==> src/design/ipg_pkg.sv <==
// Shared types, constants and codes of the image patch gather block.
`default_nettype none

package ipg_pkg;

  // Default sizes of the pixel store and of the samples.
  localparam int IMG_ROWS_DEF    = 64;
  localparam int IMG_COLS_DEF    = 64;
  localparam int MAX_PATCH_DEF   = 8;
  localparam int SAMPLE_BITS_DEF = 16;

  // Fixed field widths of the transaction payloads and registers.
  localparam int COORD_W  = 6;
  localparam int FIELD_W  = 16;
  localparam int IDX_W    = 6;
  localparam int SIZE_W   = 4;
  localparam int STEP_W   = 7;
  localparam int GRID_W   = 7;
  localparam int ORIGIN_W = COORD_W + STEP_W;

  // Register port.
  localparam int APB_ADDR_W = 5;
  localparam int APB_DATA_W = 32;

  typedef enum logic {
    MODE_WRITE = 1'b0,
    MODE_PATCH = 1'b1
  } mode_t;

  typedef enum logic {
    ORDER_COLOR = 1'b0,
    ORDER_DEPTH = 1'b1
  } order_t;

  typedef enum logic [2:0] {
    REG_PATCH_WIDTH   = 3'd0,
    REG_PATCH_HEIGHT  = 3'd1,
    REG_STEP_X        = 3'd2,
    REG_STEP_Y        = 3'd3,
    REG_GRID_WIDTH    = 3'd4,
    REG_GRID_HEIGHT   = 3'd5,
    REG_CHANNEL_ORDER = 3'd6
  } reg_idx_t;

  typedef enum logic [1:0] {
    S_IDLE,
    S_CHECK,
    S_ERROR,
    S_WALK
  } seq_state_t;

  typedef struct packed {
    mode_t                mode;
    logic [COORD_W-1:0]   pixel_row;
    logic [COORD_W-1:0]   pixel_col;
    logic [FIELD_W-1:0]   gray_in;
    logic [FIELD_W-1:0]   chan_zero;
    logic [FIELD_W-1:0]   chan_one;
    logic [FIELD_W-1:0]   chan_two;
    logic [COORD_W-1:0]   patch_i;
    logic [COORD_W-1:0]   patch_j;
  } item_t;

  typedef struct packed {
    logic [IDX_W-1:0]     element_index;
    logic [FIELD_W-1:0]   gray_out;
    logic [FIELD_W-1:0]   plane_a;
    logic [FIELD_W-1:0]   plane_b;
    logic [FIELD_W-1:0]   plane_c;
    logic                 status;
    logic                 last;
  } result_t;

  typedef struct packed {
    logic [SIZE_W-1:0]    patch_width;
    logic [SIZE_W-1:0]    patch_height;
    logic [STEP_W-1:0]    step_x;
    logic [STEP_W-1:0]    step_y;
    logic [GRID_W-1:0]    grid_width;
    logic [GRID_W-1:0]    grid_height;
    order_t               channel_order;
  } cfg_t;

  // Metadata of one issued pixel read, to be aligned with the read data in the cycle after the read.
  typedef struct packed {
    logic                 valid;
    logic [IDX_W-1:0]     idx;
    logic                 last;
  } issue_t;

  // Space in the result queue, as seen by the sequencer.
  typedef struct packed {
    logic                 issue_ok;
    logic                 err_ok;
  } room_t;

endpackage

`default_nettype wire

==> src/design/ipg_seq.sv <==
// Sequencer: pixel writes, patch range check and the walk over the patch's pixels.
`default_nettype none

module ipg_seq #(
  parameter int IMG_ROWS    = 64,
  parameter int IMG_COLS    = 64,
  parameter int MAX_PATCH   = 8,
  parameter int SAMPLE_BITS = 16,
  localparam int ADDR_W = $clog2(IMG_ROWS * IMG_COLS),
  localparam int MEM_W  = 4 * SAMPLE_BITS
) (
  input  wire logic               clk,
  input  wire logic               rst,
  input  wire ipg_pkg::cfg_t      cfg,
  input  wire logic               item_valid,
  output logic                    item_ready,
  input  wire ipg_pkg::item_t     item,
  input  wire ipg_pkg::room_t     room,
  output logic                    wr_en,
  output logic      [ADDR_W-1:0]  wr_addr,
  output logic      [MEM_W-1:0]   wr_data,
  output logic                    rd_en,
  output logic      [ADDR_W-1:0]  rd_addr,
  output ipg_pkg::issue_t         issue,
  output logic                    err_push
);

  import ipg_pkg::*;

  localparam int ROW_W = $clog2(IMG_ROWS);
  localparam int COL_W = $clog2(IMG_COLS);

  seq_state_t state, state_next;

  logic [COORD_W-1:0]  pi, pj;
  logic [ORIGIN_W-1:0] x0, y0;
  logic [SIZE_W-1:0]   lx, my;
  logic [IDX_W-1:0]    idx;

  logic                accept;
  logic                bad;
  logic                x_end, y_end, walk_last;
  logic [ORIGIN_W-1:0] row_sum, col_sum;

  assign accept = item_valid && item_ready;

  // Pixel writes go straight to the store in the cycle they are accepted.
  assign wr_en   = accept && (item.mode == MODE_WRITE)
                && (int'(item.pixel_row) < IMG_ROWS) && (int'(item.pixel_col) < IMG_COLS);
  assign wr_addr = ADDR_W'(item.pixel_row) * ADDR_W'(IMG_COLS) + ADDR_W'(item.pixel_col);
  assign wr_data = {item.chan_two[SAMPLE_BITS-1:0], item.chan_one[SAMPLE_BITS-1:0],
                    item.chan_zero[SAMPLE_BITS-1:0], item.gray_in[SAMPLE_BITS-1:0]};

  assign bad = (cfg.patch_width == '0) || (int'(cfg.patch_width) > MAX_PATCH)
            || (cfg.patch_height == '0) || (int'(cfg.patch_height) > MAX_PATCH)
            || (GRID_W'(pi) >= cfg.grid_width) || (GRID_W'(pj) >= cfg.grid_height)
            || (int'(x0) + int'(cfg.patch_width) > IMG_ROWS)
            || (int'(y0) + int'(cfg.patch_height) > IMG_COLS);

  assign x_end     = (SIZE_W'(lx + 1'b1) == cfg.patch_width);
  assign y_end     = (SIZE_W'(my + 1'b1) == cfg.patch_height);
  assign walk_last = x_end && y_end;

  assign row_sum = x0 + ORIGIN_W'(lx);
  assign col_sum = y0 + ORIGIN_W'(my);
  assign rd_addr = ADDR_W'(row_sum[ROW_W-1:0]) * ADDR_W'(IMG_COLS)
                 + ADDR_W'(col_sum[COL_W-1:0]);

  always_ff @(posedge clk) begin
    if (rst) begin
      state <= S_IDLE;
    end else begin
      state <= state_next;
    end
  end

  always_comb begin
    state_next = state;
    item_ready = 1'b0;
    rd_en      = 1'b0;
    err_push   = 1'b0;
    case (state)
      S_IDLE: begin
        item_ready = 1'b1;
        if (item_valid && item.mode == MODE_PATCH) begin
          state_next = S_CHECK;
        end
      end
      S_CHECK: begin
        state_next = bad ? S_ERROR : S_WALK;
      end
      S_ERROR: begin
        err_push = room.err_ok;
        if (room.err_ok) begin
          state_next = S_IDLE;
        end
      end
      S_WALK: begin
        rd_en = room.issue_ok;
        if (room.issue_ok && walk_last) begin
          state_next = S_IDLE;
        end
      end
      default: state_next = S_IDLE;
    endcase
  end

  assign issue.valid = rd_en;
  assign issue.idx   = idx;
  assign issue.last  = walk_last;

  // Patch origin and walk counters; the x offset runs fastest.
  always_ff @(posedge clk) begin
    if (accept) begin
      pi  <= item.patch_i;
      pj  <= item.patch_j;
      x0  <= ORIGIN_W'(item.patch_i) * ORIGIN_W'(cfg.step_x);
      y0  <= ORIGIN_W'(item.patch_j) * ORIGIN_W'(cfg.step_y);
      lx  <= '0;
      my  <= '0;
      idx <= '0;
    end else if (rd_en) begin
      idx <= IDX_W'(idx + 1'b1);
      if (x_end) begin
        lx <= '0;
        my <= SIZE_W'(my + 1'b1);
      end else begin
        lx <= SIZE_W'(lx + 1'b1);
      end
    end
  end

endmodule

`default_nettype wire

==> config.mk <==
export PLATFORM = sky130hd
export DESIGN_NAME = ipg_seq
export DESIGN_NICKNAME = d
export VERILOG_FILES = /design/src/design/ipg_pkg.sv /design/src/design/ipg_seq.sv
export SDC_FILE = /design/constraint.sdc
export NUM_CORES = 1
export LEC_CHECK = 0
export BUFFER_PORTS_ARGS = -buffer_cell sky130_fd_sc_hd__buf_2
export CAP_MARGIN = 20
export CORE_MARGIN = 8
export CORE_UTILIZATION = 47
export DETAILED_ROUTE_END_ITERATION = 8
export PLACE_DENSITY = 0.83
export SLEW_MARGIN = 5
export SYNTH_ARGS = -nofsm -noshare
export SYNTH_HDL_FRONTEND = slang
export SYNTH_SLANG_ARGS = --single-unit
export TNS_END_PERCENT = 10
==> constraint.sdc <==
create_clock -name clk -period 3.3 [get_ports clk]
set_input_delay 0.165 -clock clk [delete_from_list [all_inputs] [get_ports clk]]
set_output_delay 0.165 -clock clk [all_outputs]
set_load 0.03 [all_outputs]
# ---- After elaboration in Yosys (flattened, before gate mapping)
# Cells that the tools add are included.
dict set report word_totals {
  ff_bits 54
  elab_cells 60
  out_inout_bits 100
}
dict set report op_classes {
  n_lt_le_gt_ge 6
  muxes 9
  bitwise 1
  multipliers 2
  add_sub_neg 9
  reduce_logical 17
  n_eq_ne 8
}
# operator n
set op_table {}
lappend op_table {{adder 13 x 4 -> 14 bit} 2}
lappend op_table {{> comparator 14 x 7 -> 1 bit (second input constant)} 2}
lappend op_table {{multiplier 6 x 7 -> 13 bit} 2}
lappend op_table {{adder 12 x 6 -> 12 bit} 2}
lappend op_table {{greater-or-equal comparator 6 x 7 -> 1 bit} 2}
lappend op_table {{adder 6 x 4 -> 6 bit} 2}
lappend op_table {{adder 4 x 1 -> 4 bit (second input constant)} 2}
lappend op_table {{equality test 4 bit} 2}
lappend op_table {{> comparator 4 bit (second input constant)} 2}
lappend op_table {{zero test 4 bit} 2}
lappend op_table {{case mux 2 bit (4 select lines)} 1}
lappend op_table {{logical OR 1 bit} 7}
lappend op_table {{adder 6 x 1 -> 6 bit (second input constant)} 1}
lappend op_table {{two-way mux 2 bit} 3}
lappend op_table {{inequality test 2 bit (second input constant)} 3}
lappend op_table {{logical AND 1 bit} 5}
lappend op_table {{equality test 2 bit (second input constant)} 2}
lappend op_table {{two-way mux 1 bit} 4}
lappend op_table {{two-way mux 4 bit} 1}
lappend op_table {{AND reduction 3 bit} 1}
lappend op_table {{equality test 2 x 1 -> 1 bit (second input constant)} 1}
lappend op_table {{zero test 2 bit} 1}
lappend op_table {{AND reduction 2 bit} 1}
lappend op_table {{inverter 1 bit} 1}

# ---- Longest topological paths before layout
dict set report depth {
  word_depth 10
  mapped_depth 15
}

# ---- Worst setup path after synthesis
# No wires, ideal clock.
dict set report synth_path {
  path_kind {input to register}
  from {input port item[8] (netlist bit)}
  to {register x0[12] (data pin)}
  path_stages 13
  setup_ns 0.258
  slack_ns -0.201
  arrival_time_ns 3.244
  path_buffers 0
  required_ns 3.042
  path_cell_list {and2_1 fa_1 inv_1 fa_1 fa_1 inv_1 ha_1 a21oi_2 o21bai_1 a2111oi_2 o31ai_1 a21oi_1 xnor2_1}
}
dict set report synth_via {
  elab_chain_len 1
}
# item line_no
set synth_rtl {}
lappend synth_rtl {{start: declaration} ipg_seq.sv:17} ;# input wire ipg_pkg::item_t item,
lappend synth_rtl {{multiplier 6 x 7 -> 13 bit} ipg_seq.sv:117} ;# x0 <= ORIGIN_W'(item.patch_i) * ORIGIN_W'(cfg.step_x);
lappend synth_rtl {{end signal: assignment} ipg_seq.sv:117}
lappend synth_rtl {{end: declaration} ipg_seq.sv:36} ;# logic [ORIGIN_W-1:0] x0, y0;
# No other way between the ends.
# A chain may end at the register's enable or synchronous reset.

# ---- Worst setup path after layout
dict set report layout_path {
  from {input port item[9] (netlist bit)}
  to {register x0[12] (data pin)}
}
# The elaborated chain is that of the path after synthesis.

==> metrics.csv <==
metric,value,unit
cp-end-kind,flip-flop,
grtUsageTotal,0.146,
p_sw,1150,uW
power_frac_comb,0.493,
ant_nets,0,
dieArea,17700,um2
max-slew-margin-rel,0.644,
power_frac_seq,0.315,
hp-class,input pin to flip-flop,
fmax,301,MHz
setup_ws,-0.0170,ns
synth-edff-count,38,
drt_wl_total,12.8,mm
period_share,1.01,
viasPerCell,5.01,
gp_congestion,0.838,
critical_path_class,input pin to flip-flop,
cts_max_level,2,
area_growth,10.1,%
cts.sinks,54,
num-fill-cells,1175,
io_buffers,77,
synth_area_leaders,"edfxtp_1 (18%), fa_1 (14%), ha_1 (14%), buf_4 (9.1%), inv_1 (6.0%)",
grt_pass1_wl,21.8,mm
synthDistinctLibCells,52,
status,"finished, violations left",
synthMostInstantiatedCell,inv_1,
tightest_slew,0.534,ns
rsz0062_at_grt,yes,
peakVddDrop,0.000218,V
final_layout_size_suffix_gt1_frac,0.217,
syn_inst,697,
vias,4622,
cts_root_buf,clkbuf_16,
instances_no_fill,923,
clockBufferDepth,2,
syn_area,6420,um2
first_iter_violations,209,
die_w,133,um
dr.pass1.iters,6,
clock-skew-final,0.00674,ns
drt-wirelength-per-cell,13.9,um
rows,42,
powerDensity,453,nW/um2
switching_share,0.361,
grt_max_degree,28,
pwr-share-clk,0.192,
violations,setup timing,
critPathMaxFanout,5,
ys_ff_latch,54,
yosysTopAreaCell,edfxtp_1,
synth_commonest_cells,"inv_1 (102), buf_4 (78), ha_1 (73), and2_1 (61), fa_1 (46)",
hold_viol_final,0,
clk_latency,0.29,ns
final_util,0.532,
synthArstFlopShare,0,
num_antenna_cells,0,
setup_viol,2,
yosysTopAreaCellShare,0.178,
drv_cap,0,
intPower,2050,uW
total_leakage_power,0.00341,uW
ios,231,
path_clk_slew,0.07,ns
cts_tree,done,
die_h,133,um
dpl.hpwl,10.9,mm
required,3.34,ns
synth.avg_cell_area,9.21,um2
final-seq-area,1460,um2
grt_pass1_vias,4793,
ys_seq_area_frac,0.228,
yosysWarnings,0,
slew_viol_final,0,
worst_setup_path_start_kind,input pin,
nets,996,
core,13300,um2
synth_ff_type,edfxtp_1,
grt_overflow,0,
multiInputGateArea,4060,um2
antenna_found_initial,0,
initial_utilization,0.483,
final.min_clock_period,3.32,ns
cts_buffers,5,
post-place-cells,913,
drc,0,
crit_arrival,3.36,ns
syn-num-nets,947,
[metal layers]
| metal | vias to the layer above | track usage | wire length [um] |
|---|---|---|---|
| met5 | - | 0 | 0 |
| met4 | 0 | 0.0246 | 101 |
| met3 | 9 | 0.0511 | 820 |
| met2 | 131 | 0.252 | 6280 |
| met1 | 2177 | 0.173 | 5610 |
| li1 | 2305 | - | - |
[path summary, 6_finish.rpt]
check,endpoint,cells past startpoint,slack [ns],start
hold reg to reg,idx[1],2,0.50,idx[1]
hold / removal,state[1],2,0.04,rst
setup / recovery,x0[12],15,-0.02,item[9]
setup reg to reg,state[0],10,0.84,y0[0]
[power by group through the flow]
stage | Clock, uW | Combinational [uW] | Sequential [uW]
after floorplan | 0 | 1290 | 981
after global placement | 0 | 1500 | 1020
after detailed placement | 0 | 1560 | 1020
after CTS | 623 | 1580 | 1010
after global routing | 652 | 1780 | 1030
final | 613 | 1580 | 1010
[state kept, by name (all words and copies together), names as in the netlist]
register / flops
x0: 13
y0: 13
idx: 6
pi: 6
pj: 6
lx: 4
my: 4
state: 2
[kinds of logic (layout without fill, tap and decap cells)]
| family | Yosys count | in the layout | synth area share |
|---|---|---|---|
| buffers and inverters | 185 | 235 | 0.155 |
| XOR/XNOR | 53 | 53 | 0.0723 |
| adder cells (fa/ha/maj) | 119 | 119 | 0.286 |
| multiplexers | 3 | 3 | 0.00507 |
| AND/OR/NAND/NOR | 197 | 197 | 0.163 |
| AO/OA/AOI/OAI | 86 | 86 | 0.0914 |
| flip-flops | 54 | 54 | 0.228 |
[layout by cell type (no fill, tap or decap), types with 17 or more instances in the layout]
cell      Yosys  final
edfxtp_1     38     38
a21oi_1      31     30
and2_1       61     52
buf_2         1     72
buf_4        78     49
xor2_1       17     17
inv_1       102     97
fa_1         46     46
nor2_1       32     32
xnor2_1      36     36
nand2_1      45     45
ha_1         73     67
[critical path, cell delays in order]
cell and delay (ns):
buf_2 0.13, buf_4 0.12, nand2_1 0.06, fa_1 0.47
inv_1 0.05, fa_1 0.53, inv_1 0.06, fa_1 0.54
inv_1 0.05, ha_1 0.31, or2_2 0.29, a21oi_1 0.22
o31ai_1 0.10, a21oi_1 0.20, xnor2_1 0.08
[per-stage QoR]
stage	hold slack (ns)	setup slack (ns)	power [uW]	cell area, um2	setup TNS (ns)
3_5_place_dp	0.330	-0.319	2590	6830	-1.45
2_1_floorplan	0.237	-0.000477	2270	6500	-0.000608
4_1_cts	0.0393	-0.00523	3210	7010	-0.00523
3_3_place_gp	0.330	-0.195	2520	6830	-0.841
6_report	0.0419	-0.0170	3200	7070	-0.0192
5_1_grt	0.0464	-0.168	3460	7070	-0.372
[layout make-up]
class,instances,share of cell area
clock inverters,1,0.00425
multi-input cells,458,0.575
clock buffers,7,0.0202
inverters,103,0.0547
repair buffers,124,0.108
well taps,176,0.0312
flip-flops and latches,54,0.207
[timing repair]
action	in CTS	in global routing
endpoints found under the setup margin	1	4
pin swaps	0	13
buffers inserted	0	2
hold buffers	0	0
resized for setup	3	18
Power figures use the tool's default switching activity.
