[config.mk]
export PLATFORM = sky130hd
export DESIGN_NAME = ipg_outq
export DESIGN_NICKNAME = d
export VERILOG_FILES = /design/src/design/ipg_pkg.sv /design/src/design/ipg_outq.sv
export SDC_FILE = /design/constraint.sdc
export NUM_CORES = 1
export LEC_CHECK = 0
export BUFFER_PORTS_ARGS = -buffer_cell sky130_fd_sc_hd__clkbuf_2
export CORE_AREA = 2 2 113 115
export CTS_BUF_LIST = sky130_fd_sc_hd__clkbuf_16
export DETAILED_ROUTE_END_ITERATION = 10
export DIE_AREA = 0 0 115 117
export PLACE_DENSITY = 0.78
export SYNTH_ARGS = -nofsm -noshare
export SYNTH_HDL_FRONTEND = slang
export SYNTH_SLANG_ARGS = --single-unit
[constraint.sdc]
create_clock -name clk -period 5.61 [get_ports clk]
set_clock_uncertainty 0.05 [all_clocks]
set_input_delay 1.122 -clock clk [delete_from_list [all_inputs] [get_ports clk]]
set_output_delay 1.122 -clock clk [all_outputs]
set_load 0.01 [all_outputs]
[src/design/ipg_pkg.sv]
// Shared types, constants and codes of the image patch gather block.
`default_nettype none

package ipg_pkg;

  // Default sizes of the pixel store and of the samples.
  localparam int IMG_ROWS_DEF    = 64;
  localparam int IMG_COLS_DEF    = 64;
  localparam int MAX_PATCH_DEF   = 8;
  localparam int SAMPLE_BITS_DEF = 16;

  // Fixed field widths of the transaction payloads and registers.
  localparam int COORD_W  = 6;
  localparam int FIELD_W  = 16;
  localparam int IDX_W    = 6;
  localparam int SIZE_W   = 4;
  localparam int STEP_W   = 7;
  localparam int GRID_W   = 7;
  localparam int ORIGIN_W = COORD_W + STEP_W;

  // Register port.
  localparam int APB_ADDR_W = 5;
  localparam int APB_DATA_W = 32;

  typedef enum logic {
    MODE_WRITE = 1'b0,
    MODE_PATCH = 1'b1
  } mode_t;

  typedef enum logic {
    ORDER_COLOR = 1'b0,
    ORDER_DEPTH = 1'b1
  } order_t;

  typedef enum logic [2:0] {
    REG_PATCH_WIDTH   = 3'd0,
    REG_PATCH_HEIGHT  = 3'd1,
    REG_STEP_X        = 3'd2,
    REG_STEP_Y        = 3'd3,
    REG_GRID_WIDTH    = 3'd4,
    REG_GRID_HEIGHT   = 3'd5,
    REG_CHANNEL_ORDER = 3'd6
  } reg_idx_t;

  typedef enum logic [1:0] {
    S_IDLE,
    S_CHECK,
    S_ERROR,
    S_WALK
  } seq_state_t;

  typedef struct packed {
    mode_t                mode;
    logic [COORD_W-1:0]   pixel_row;
    logic [COORD_W-1:0]   pixel_col;
    logic [FIELD_W-1:0]   gray_in;
    logic [FIELD_W-1:0]   chan_zero;
    logic [FIELD_W-1:0]   chan_one;
    logic [FIELD_W-1:0]   chan_two;
    logic [COORD_W-1:0]   patch_i;
    logic [COORD_W-1:0]   patch_j;
  } item_t;

  typedef struct packed {
    logic [IDX_W-1:0]     element_index;
    logic [FIELD_W-1:0]   gray_out;
    logic [FIELD_W-1:0]   plane_a;
    logic [FIELD_W-1:0]   plane_b;
    logic [FIELD_W-1:0]   plane_c;
    logic                 status;
    logic                 last;
  } result_t;

  typedef struct packed {
    logic [SIZE_W-1:0]    patch_width;
    logic [SIZE_W-1:0]    patch_height;
    logic [STEP_W-1:0]    step_x;
    logic [STEP_W-1:0]    step_y;
    logic [GRID_W-1:0]    grid_width;
    logic [GRID_W-1:0]    grid_height;
    order_t               channel_order;
  } cfg_t;

  // Metadata of one issued pixel read, to be aligned with the read data in the cycle after the read.
  typedef struct packed {
    logic                 valid;
    logic [IDX_W-1:0]     idx;
    logic                 last;
  } issue_t;

  // Space in the result queue, as seen by the sequencer.
  typedef struct packed {
    logic                 issue_ok;
    logic                 err_ok;
  } room_t;

endpackage

`default_nettype wire

[src/design/ipg_outq.sv]
// Result queue: aligns read data with its metadata and holds up to two results.
`default_nettype none

module ipg_outq #(
  parameter int SAMPLE_BITS = 16,
  localparam int MEM_W = 4 * SAMPLE_BITS
) (
  input  wire logic               clk,
  input  wire logic               rst,
  input  wire ipg_pkg::order_t    order,
  input  wire ipg_pkg::issue_t    issue,
  input  wire logic [MEM_W-1:0]   rd_data,
  input  wire logic               err_push,
  output ipg_pkg::room_t          room,
  output logic                    result_valid,
  input  wire logic               result_ready,
  output ipg_pkg::result_t        result
);

  import ipg_pkg::*;

  logic             pend;
  logic [IDX_W-1:0] pend_idx;
  logic             pend_last;

  result_t          ent [2];
  logic             wptr, rptr;
  logic [1:0]       cnt;

  logic             push, pop;
  result_t          push_item;
  logic [FIELD_W-1:0] s_gray, s_c0, s_c1, s_c2;

  assign s_gray = FIELD_W'(rd_data[SAMPLE_BITS-1:0]);
  assign s_c0   = FIELD_W'(rd_data[2*SAMPLE_BITS-1:SAMPLE_BITS]);
  assign s_c1   = FIELD_W'(rd_data[3*SAMPLE_BITS-1:2*SAMPLE_BITS]);
  assign s_c2   = FIELD_W'(rd_data[4*SAMPLE_BITS-1:3*SAMPLE_BITS]);

  always_comb begin
    if (pend) begin
      push_item.element_index = pend_idx;
      push_item.gray_out      = s_gray;
      push_item.plane_a       = (order == ORDER_COLOR) ? s_c2 : s_c0;
      push_item.plane_b       = s_c1;
      push_item.plane_c       = (order == ORDER_COLOR) ? s_c0 : s_c2;
      push_item.status        = 1'b0;
      push_item.last          = pend_last;
    end else begin
      push_item        = '0;
      push_item.status = 1'b1;
      push_item.last   = 1'b1;
    end
  end

  assign push         = pend || err_push;
  assign result_valid = (cnt != 2'd0);
  assign pop          = result_valid && result_ready;
  assign result       = ent[rptr];

  // A read may be issued when the queue plus the read in flight stays within two.
  assign room.issue_ok = (3'(cnt) + 3'(pend)) < (3'd2 + 3'(pop));
  assign room.err_ok   = (cnt == 2'd0) && !pend;

  always_ff @(posedge clk) begin
    if (rst) begin
      pend <= 1'b0;
      cnt  <= 2'd0;
      wptr <= 1'b0;
      rptr <= 1'b0;
    end else begin
      pend <= issue.valid;
      if (push) begin
        wptr <= ~wptr;
      end
      if (pop) begin
        rptr <= ~rptr;
      end
      case ({push, pop})
        2'b10:   cnt <= 2'(cnt + 1'b1);
        2'b01:   cnt <= 2'(cnt - 1'b1);
        default: cnt <= cnt;
      endcase
    end
  end

  always_ff @(posedge clk) begin
    pend_idx  <= issue.idx;
    pend_last <= issue.last;
    if (push) begin
      ent[wptr] <= push_item;
    end
  end

endmodule

`default_nettype wire

; Yosys cells after proc, flatten, opt, wreduce, memory -nomap -nowiden
; Memories as Yosys holds them, arrays and structs flattened. A register that Yosys moved wholly into a read port is not among the register bits.
; Index checks and enable logic that the tools add are counted.
[word_totals]
reg_bits = 12
mem_bits_rw = 144
inputBits = 77
output_inout_bits = 75
wordCells = 31
n_memories = 1
[op_classes]
addsub = 4
magnitude_cmp = 1
eq_ne = 2
mux = 8
bitwise = 2
reduce_logical = 7
[mem_list]
columns = name, depth, word_bits, read_ports, rd_clocked_by_memory_dff, write_ports, line
row1 = ent, 2, 72, 1, 1, 1, ipg_outq.sv:26  ; result_t ent [2];
[ops]
columns = cell, count
row1 = two-way mux 72 bit, 1
row2 = two-way mux 16 bit, 2
row3 = two-way mux 1 bit, 4
row4 = one-hot mux 2 bit (2 select lines), 1
row5 = nonzero test 2 bit, 2
row6 = adder 2 x 1 -> 3 bit, 1
row7 = adder 2 x 1 -> 3 bit (first input constant), 1
row8 = < comparator 3 bit, 1
row9 = adder 2 x 1 -> 2 bit (second input constant), 1
row10 = == test 2 x 1 -> 1 bit (second input constant), 1
row11 = == test 2 bit (second input constant), 1
row12 = logical AND 1 bit, 2
row13 = zero test 2 bit, 1
row14 = inverter 1 bit, 2
row15 = subtractor 2 x 1 -> 2 bit (second input constant), 1
row16 = zero test 1 bit, 1
row17 = logical OR 1 bit, 1

; Longest topological paths before layout
; Gate-level depths: netlist of run 1.
[logic_depth]
depth_word = 4
ltp_mapped = 6
mapped_depth_nobuf = 6

; Worst setup path before layout of run 1
; No wires, ideal clock.
[synth_path]
path_type = input to register
from = input port err_push
to = memory ent[1][0] (netlist bit) (enable)
t_arrival_ps = 4422
setup_slack_ps = 625
path_stages = 2
n_path_buf = 0
cell_sequence = nor2_1 -> nor2b_1
[synth_between]
elab_chain_cells = 3
[synth_lines]
columns = item, line
row1 = from (decl), ipg_outq.sv:13  ; input wire logic err_push,
row2 = logical OR 1 bit, ipg_outq.sv:55  ; assign push = pend || err_push;
row3 = two-way mux 1 bit, ipg_outq.sv:89  ; if (push) begin
row4 = two-way mux 1 bit (implied by the code), ipg_outq.sv:90  ; ent[wptr] <= push_item;
row5 = to (decl), ipg_outq.sv:26
; Every way passes these cells.

==> flow_metrics.env, run 1 <==
export IMPL_cts_sinks=157
export IMPL_cap_viol_max_count=0
export IMPL_cts_setup_buffers=0
export IMPL_status="finished clean"
export IMPL_tns_ps=0
export IMPL_rr_startpoint="pend$_SDFF_PP0_"
export IMPL_fp_row_count=41
export IMPL_area_growth_syn_to_layout_pct=22.71
export IMPL_antenna_cells=0
export IMPL_drtAntennaViolNets=0
export IMPL_hold_depth=2
export IMPL_synth_seq_cells=157
export IMPL_num_vias=3615
export IMPL_finalHoldViolations=0
export IMPL_place_area_um2=7227
export IMPL_drc=0
export IMPL_rsz0062_at_grt="false"
export IMPL_wirelength_um=12020
export IMPL_synth_cell_type_count=22
export IMPL_synth_top_family_by_area="multiplexers"
export IMPL_avgSynthCellArea_um2=16.88
export IMPL_wl_per_cell_um=17.31
export IMPL_drive_gt1_share_pct=47.61
export IMPL_ioPinCount=152
export IMPL_synth_ff_type="edfxtp_1"
export IMPL_muxShareOfSynthArea_pct=17.82
export IMPL_grt_pass1_wl_um=18020
export IMPL_die_h_um=117
export IMPL_min_period_ps=3192
export IMPL_antenna_found_initial=0
export IMPL_core_area_um2=12310
export IMPL_slew_viol_final=0
export IMPL_cts_root_buf="clkbuf_16"
export IMPL_worstPathArrival_ps=2020
export IMPL_grt_max_degree=73
export IMPL_synth_warnings=0
export IMPL_relSlewSlack_pct=27.08
export IMPL_rrSetupSlack_ps=2970
export IMPL_dr_pass1_iters=4
export IMPL_synth_xor_area_share_pct=0.4140
export IMPL_worstPathMaxFanout=72
export IMPL_ctsLongestPathBuffers=2
export IMPL_cts_tree="done"
export IMPL_ys_async_sr_fraction_pct=0
export IMPL_yosysSeqAreaShare_pct=72.24
export IMPL_synth_compound_area_share_pct=0.3549
export IMPL_dp_hpwl_um=7738
export IMPL_place_gp_congestion=0.7840
export IMPL_fin_crit_sh_pct=56.90
export IMPL_port_buffers=151
export IMPL_vias_per_cell=5.209
export IMPL_synth_nets=456
export IMPL_insertion_delay_ps=410
export IMPL_synth_edf_count=144
export IMPL_h_tree_depth=4
export IMPL_cts_buffers=17
export IMPL_nNetsFinal=611
export IMPL_min_from="rptr$_SDFFE_PP0P_"
export IMPL_hold_path_end="rptr$_SDFFE_PP0P_"
export IMPL_drt_iter0_markers=183
export IMPL_min_path_type="reg -> reg"
export IMPL_fmax_mhz=313.3
export IMPL_syn_inst=376
export IMPL_grt_pass1_vias=3682
export IMPL_gr_total_overflow=0
export IMPL_die_x_um=115
export IMPL_netlist_area_um2=6346
export IMPL_die_area_um2=13460
export IMPL_start_kind="flop"
export IMPL_required_ps=4440
export IMPL_cts_resized=0
export IMPL_ir_worst_vdd_v=0.0002602
export IMPL_design_area_um2=7787
export IMPL_initial_core_util_pct=51.54
export IMPL_synthAdderAreaFrac_pct=0.5915
export IMPL_finalSetupViolations=0
export IMPL_cp_end_kind="output port"
export IMPL_p_per_area_nw_per_um2=411.9
export IMPL_finalPower_mw=3.207
export IMPL_path_clk_slew_ps=60
export IMPL_leakagePower_nw=3.193
export IMPL_worstMarginPinSlew_ps=1093
export IMPL_worstRegToRegCells=3
export IMPL_synth_simple_area_share_pct=6.703
export IMPL_rr_endpoint="ent[1][41]$_DFFE_PP_"
export IMPL_hold_buffers=0
export IMPL_path_class="reg -> out"
export IMPL_grtUsageTotal_pct=18.15
export IMPL_post_route_util_pct=63.25
## how the worst max path moves through the flow
stage | endpoint | depth (start not counted)
3_3_place_gp | ent[1][0]$_DFFE_PP_ | 4
4_1_cts | result[17] | 2
2_1_floorplan | ent[1][0]$_DFFE_PP_ | 2
5_1_grt | result[36] | 2
3_5_place_dp | ent[1][71]$_DFFE_PP_ | 4
6_report | result[68] | 2
## registers in the layout, indices dropped and copies added, names as in the netlist, named ones only
register and flops:
ent 144, pend_idx 6, pend 1, wptr 1
rptr 1, pend_last 1, cnt 2
## worst max-delay path, stage by stage, from the launching register on
cell and delay, ps:
dfxtp_4 1000, mux2_2 430, clkbuf_2 130
## placed cells by master, fill, tap and decap left out, drive strengths merged, types with 3 or more instances in the layout
master / n
and2: 38
buf: 4
clkbuf: 168
clkinv: 6
clkinvlp: 3
dfxtp: 13
edfxtp: 144
ha: 3
inv: 6
mux2: 72
mux2i: 32
nor2: 39
## per-stage QoR
step	setup slack (ps)	hold slack (ps)	std cells
2_1_floorplan	625.5	422.5	376
3_3_place_gp	2414	444.7	662
3_5_place_dp	2391	445.0	662
4_1_cts	2373	462.2	694
5_1_grt	2306	496.7	694
6_report	2418	463.6	694
## layer usage
metal	track usage [%]	share of wire, %	up-vias
met5	0	0	-
met4	8.112	2.2	0
met3	5.510	5.7	18
met2	31.29	51	113
met1	21.09	41	1775
li1	-	-	1709
## Yosys cell counts (2+ instances only)
| library cell | number | area, µm² |
|---|---|---|
| buf_1 | 2 | 7.510 |
| nor2b_1 | 2 | 12.51 |
| xor2_1 | 2 | 17.52 |
| buf_4 | 10 | 75.07 |
| nor3_1 | 2 | 10.01 |
| mux2i_1 | 32 | 320.3 |
| buf_2 | 2 | 10.01 |
| inv_1 | 2 | 7.510 |
| dfxtp_1 | 13 | 260.3 |
| and2_1 | 38 | 237.7 |
| edfxtp_1 | 144 | 4324 |
| ha_1 | 3 | 37.54 |
| mux2_2 | 72 | 810.8 |
| nor2_1 | 39 | 146.4 |
| clkbuf_1 | 5 | 18.77 |
| o21ai_0 | 2 | 10.01 |
## final cells by class
cell class,instances,area [µm²]
Fill cell,953,4524
Timing Repair Buffer,155,785.8
Clock buffer,17,425.4
Clock inverter,15,135.1
Tap cell,150,187.7
Sequential cell,157,4588
Multi-Input combinational cell,198,1658
Inverter,2,7.507
## power breakdown
| part | switching (mW) | total, mW | internal [mW] |
|---|---|---|---|
| Combinational | 0.297 | 0.637 | 0.340 |
| Clock | 0.430 | 1.08 | 0.645 |
| Sequential | 0.113 | 1.50 | 1.38 |
| Total | 0.840 | 3.21 | 2.37 |
## cells by family (layout without fill, tap and decap cells)
family,Yosys count,after routing
AO/OA/AOI/OAI,4,4
XOR/XNOR,3,3
adder cells (fa/ha/maj),3,3
buffers and inverters,21,189
flip-flops,157,157
multiplexers,104,104
AND/OR/NAND/NOR,84,84
Note: power is estimated with default switching activity, not from simulation.
==> run 2: changes to the inputs <==
Clock period 5.61 ns to 3.3 ns, I/O delays scaled along.
==> run 2 against run 1 <==
Effect of this change: first-iteration DRC count down 17%; count of clock-buffer cells in the layout unchanged; setup slack lost 1800 ps; die area unchanged; hold slack got worse by 180 ps; cell area increased by 0.61%; critical path depth grew 1; flip-flop and latch count unchanged; via count shrank 0.72%; critical endpoint is now result[14]; non-clock buffer count increased by 4.
==> flow_metrics.env, run 2 (synthesis gave the netlist of run 1 again) <==
export IMPL_status="finished clean"
export IMPL_cts_root_buf="clkbuf_16"
export IMPL_finalSetupViolations=0
export IMPL_die_area_um2=13460
export IMPL_place_gp_congestion=0.8231
export IMPL_relSlewSlack_pct=28.44
export IMPL_fin_crit_sh_pct=80.02
export IMPL_core_area_um2=12310
export IMPL_worstPathMaxFanout=36
export IMPL_drive_gt1_share_pct=48.54
export IMPL_port_buffers=151
export IMPL_grtUsageTotal_pct=17.97
export IMPL_largest_register_ffs=144
export IMPL_min_path_type="in -> reg"
export IMPL_dpl_worst_slack_ps=1065
export IMPL_insertion_delay_ps=410
export IMPL_initial_core_util_pct=51.54
export IMPL_slowest_delay_ps=680
export IMPL_dp_hpwl_um=7594
export IMPL_mostFrequentLayoutCells="151 x clkbuf_2, 144 x edfxtp_1, 72 x mux2_2, 38 x and2_1, 38 x nor2_1"
export IMPL_fp_row_count=41
export IMPL_antenna_cells=0
export IMPL_rrSetupSlack_ps=1300
export IMPL_placed_cells=666
export IMPL_gr_total_overflow=0
export IMPL_die_x_um=115
export IMPL_grt_max_degree=74
export IMPL_min_period_ps=2641
export IMPL_place_area_um2=7269
export IMPL_crit_path_top_delay_cell="dfxtp_4"
export IMPL_rsz0062_at_grt="false"
export IMPL_required_ps=2590
export IMPL_path_class="reg -> out"
export IMPL_reg_largest_list="ent x144, pend_idx x6, cnt x2"
export IMPL_worstPathArrival_ps=1930
export IMPL_path_clk_slew_ps=70
export IMPL_cp_end_kind="output port"
export IMPL_slew_viol_final=0
export IMPL_h_tree_depth=4
export IMPL_vias_per_cell=5.142
export IMPL_wl_per_cell_um=16.87
export IMPL_cap_viol_max_count=0
export IMPL_cts_sinks=157
export IMPL_fmax_mhz=378.7
export IMPL_hold_buffers=0
export IMPL_start_kind="flop"
export IMPL_top_register="ent"
export IMPL_finalHoldViolations=0
export IMPL_path_cells="buf_4, mux2_2, clkbuf_2"
export IMPL_fin_ws_ps=659.4
export IMPL_drtAntennaViolNets=0
export IMPL_antenna_found_initial=0
export IMPL_design_area_um2=7835
export IMPL_area_growth_syn_to_layout_pct=23.46
export IMPL_cts_resized=0
export IMPL_drc=0
export IMPL_wirelength_um=11780
export IMPL_ir_worst_vdd_v=0.0003482
export IMPL_p_per_area_nw_per_um2=697.3
export IMPL_cts_buffers=17
export IMPL_drt_iter0_markers=152
export IMPL_leakagePower_nw=3.206
export IMPL_cts_tree="done"
export IMPL_ctsLongestPathBuffers=2
export IMPL_tns_ps=0
export IMPL_num_vias=3589
export IMPL_die_h_um=117
export IMPL_worstMarginPinSlew_ps=1072
export IMPL_fin_cells=698
export IMPL_grt_pass1_vias=3574
export IMPL_cts_setup_buffers=0
export IMPL_dr_pass1_iters=4
export IMPL_mostFrequentLayoutCell="clkbuf_2"
export IMPL_nNetsFinal=615
export IMPL_ioPinCount=152
export IMPL_grt_pass1_wl_um=17730
## run 2: changes by cell type in the layout (fill, tap and decap cells not counted), sizes merged
cell / change
clkinvlp: -1
bufinv: -1
inv: -1
clkinv: +3
buf: +4
## run 2: path summary, 6_finish.rpt
check,start,end,depth (start not counted)
setup / recovery,flop,result[14],3
hold reg to reg,pend_last$_DFF_P_,ent[0][0]$_DFFE_PP_,1
setup reg to reg,pend$_SDFF_PP0_,ent[1][5]$_DFFE_PP_,3
hold / removal,issue[2],pend_idx[1]$_DFF_P_,1
## run 2: per-stage QoR
| step | hold slack [ps] | power, mW | utilization, % |
|---|---|---|---|
| 2_1_floorplan | 422.5 | 3.264 | - |
| 3_3_place_gp | 436.6 | 3.661 | 59.04 |
| 3_5_place_dp | 456.8 | 3.697 | 59.04 |
| 4_1_cts | 267.0 | 5.527 | 63.64 |
| 5_1_grt | 267.8 | 5.708 | 63.64 |
| 6_report | 283.8 | 5.464 | 63.64 |
## run 2: routing by layer
metal  GRT usage [%]  vias to the layer above  part of all wire, %
li1                -                     1721                    -
met1           20.61                     1735                   40
met2           30.51                      106                   51
met3           5.407                       27                  5.7
met4           9.719                        0                  3.0
met5               0                        -                    0
## run 2: area by class of cell
class                   count  area [µm²]
clock inverters            15       140.1
clock buffers              17       425.4
well taps                 150       187.7
flip-flops and latches    157        4588
inverters                   2       7.507
fillers                   902        4477
repair buffers            159       828.3
multi-input cells         198        1658
## run 2: worst max-delay path: cells and delay by family (launching register included)
family                 cells  cell delay, ps
muxes                      1             360
DFF                        1             680
buffers and inverters      2             450
## run 2: report_power, final
part,leakage [nW],internal (mW),switching [mW],total (mW)
Clock,0.273,1.05,0.783,1.83
Sequential,1.53,2.35,0.124,2.47
Combinational,1.41,0.594,0.567,1.16
==> run 3: changes to the inputs <==
Settings changed: CORE_AREA 2 2 113 115 to 2 2 118 120, DIE_AREA 0 0 115 117 to 0 0 120 122, PLACE_DENSITY 0.78 to 0.75.
Clock period 3.3 ns to 2.3 ns, I/O delays scaled along.
==> run 3 against run 2 <==
Effect of this change: global-route usage is 1.6 points lower; critical path depth unchanged; cell area rose by 1.0%; non-clock buffer count increased by 1; count of clock-buffer cells in the layout unchanged; first-iteration DRC count up 29%; combinational power up 56%; wire length up 0.37%; cell count is 4.4% higher.
==> flow_metrics.env, run 3 (synthesis gave the netlist of run 1 again) <==
export IMPL_start_kind="flop"
export IMPL_grt_pass1_vias=3845
export IMPL_fp_row_count=43
export IMPL_rr_startpoint="cnt[0]$_SDFFE_PP0P_"
export IMPL_min_from="issue[1]"
export IMPL_die_area_um2=14640
export IMPL_cts_resized=0
export IMPL_gr_total_overflow=0
export IMPL_path_class="reg -> out"
export IMPL_fillers=1082
export IMPL_rsz0062_at_grt="false"
export IMPL_required_ps=1790
export IMPL_cts_root_buf="clkbuf_16"
export IMPL_post_route_util_pct=58.60
export IMPL_top_register="ent"
export IMPL_mostFrequentLayoutCell="clkbuf_2"
export IMPL_port_buffers=151
export IMPL_grt_pass1_wl_um=18120
export IMPL_fmax_mhz=465.0
export IMPL_dpl_worst_slack_ps=423.9
export IMPL_cp_end_kind="output port"
export IMPL_drc=0
export IMPL_dp_hpwl_um=7598
export IMPL_ir_worst_vdd_v=0.0006347
export IMPL_antenna_found_initial=0
export IMPL_fin_ws_ps=149.2
export IMPL_core_area_um2=13500
export IMPL_mostFrequentLayoutCells="151 x clkbuf_2, 144 x edfxtp_1, 72 x mux2_2, 38 x and2_1, 38 x nor2_1"
export IMPL_path_clk_slew_ps=60
export IMPL_reg_largest_list="ent x144, pend_idx x6, cnt x2"
export IMPL_fin_crit_sh_pct=93.51
export IMPL_vias_per_cell=5.000
export IMPL_drt_iter0_markers=196
export IMPL_dr_pass1_iters=4
export IMPL_place_gp_congestion=0.6899
export IMPL_cts_tree="done"
export IMPL_largest_register_ffs=144
export IMPL_ioPinCount=152
export IMPL_grtUsageTotal_pct=16.38
export IMPL_leakagePower_nw=3.235
export IMPL_drive_gt1_share_pct=47.36
export IMPL_fin_hold_ws_ps=99.14
export IMPL_rr_endpoint="cnt[1]$_SDFFE_PP0P_"
export IMPL_nNetsFinal=616
export IMPL_rrSetupSlack_ps=500
export IMPL_num_vias=3645
export IMPL_relSlewSlack_pct=68.89
export IMPL_die_h_um=122
export IMPL_finalSetupViolations=0
export IMPL_p_per_area_nw_per_um2=992.3
export IMPL_status="finished clean"
export IMPL_wirelength_um=11820
export IMPL_antenna_cells=0
export IMPL_grt_max_degree=73
export IMPL_hold_buffers=0
export IMPL_ctsLongestPathBuffers=2
export IMPL_wl_per_cell_um=16.22
export IMPL_finalHoldViolations=0
export IMPL_h_tree_depth=4
export IMPL_worstPathMaxFanout=29
export IMPL_insertion_delay_ps=410
export IMPL_initial_core_util_pct=46.99
export IMPL_cap_viol_max_count=0
export IMPL_tns_ps=0
export IMPL_worstPathArrival_ps=1640
export IMPL_cts_buffers=17
export IMPL_worstRegToRegCells=5
export IMPL_drtAntennaViolNets=0
export IMPL_cts_sinks=157
export IMPL_slew_viol_final=0
export IMPL_die_x_um=120
export IMPL_area_growth_syn_to_layout_pct=24.70
export IMPL_min_period_ps=2151
export IMPL_endpoint="result[71]"
export IMPL_min_path_type="in -> reg"
export IMPL_cts_setup_buffers=0
export IMPL_worstMarginPinSlew_ps=461.8
[run 3: changes by cell type in the layout (fill, tap and decap cells not counted), sizes merged]
cell,delta
inv,+2
clkinv,-3
buf,+1
bufinv,+1
[run 3: power by group]
group / switching (mW) / total [mW] / internal, mW
registers: 0.113 / 3.48 / 3.37
clock network: 1.00 / 2.56 / 1.56
logic: 0.909 / 1.81 / 0.901
total: 2.02 / 7.85 / 5.83
[run 3: per-layer routing]
| metal | share of wire [%] | vias to the layer above | track usage (%) |
|---|---|---|---|
| li1 | - | 1721 | - |
| met1 | 40 | 1803 | 17.95 |
| met2 | 52 | 98 | 28.87 |
| met3 | 5.0 | 23 | 4.916 |
| met4 | 2.6 | 0 | 8.309 |
| met5 | 0 | - | 0 |
[run 3: cell type report]
cell class | count | area, µm² | area share (%)
clock inverters | 15 | 120.1 | 1.518
flip-flops and latches | 157 | 4588 | 57.98
multi-input cells | 198 | 1658 | 20.95
repair buffers | 160 | 889.6 | 11.24
clock buffers | 17 | 425.4 | 5.375
well taps | 180 | 225.2 | 2.846
inverters | 2 | 7.507 | 0.09486
[run 3: stage by stage]
stage          area (µm²)  total power, mW  cells
2_1_floorplan        6361            4.681    376
3_3_place_gp         7357            5.317    696
3_5_place_dp         7357            5.352    696
4_1_cts              7903            7.920    728
5_1_grt              7914            8.206    729
6_report             7914            7.853    729
[run 3: critical path: stages, from the launching register on]
cell and delay, ps:
dfxtp_4 470, buf_12 240, mux2_2 370, clkbuf_2 130
[run 3: how the worst min path moves through the flow]
stage               slack, ps  cells after the start                   to
finish                    100                      1  pend_idx[0]$_DFF_P_
global route               80                      1  pend_idx[0]$_DFF_P_
CTS                        80                      1  pend_idx[0]$_DFF_P_
detailed placement        440                      2    rptr$_SDFFE_PP0P_
global placement          440                      2                 flop
floorplan                 420                      2                 flop
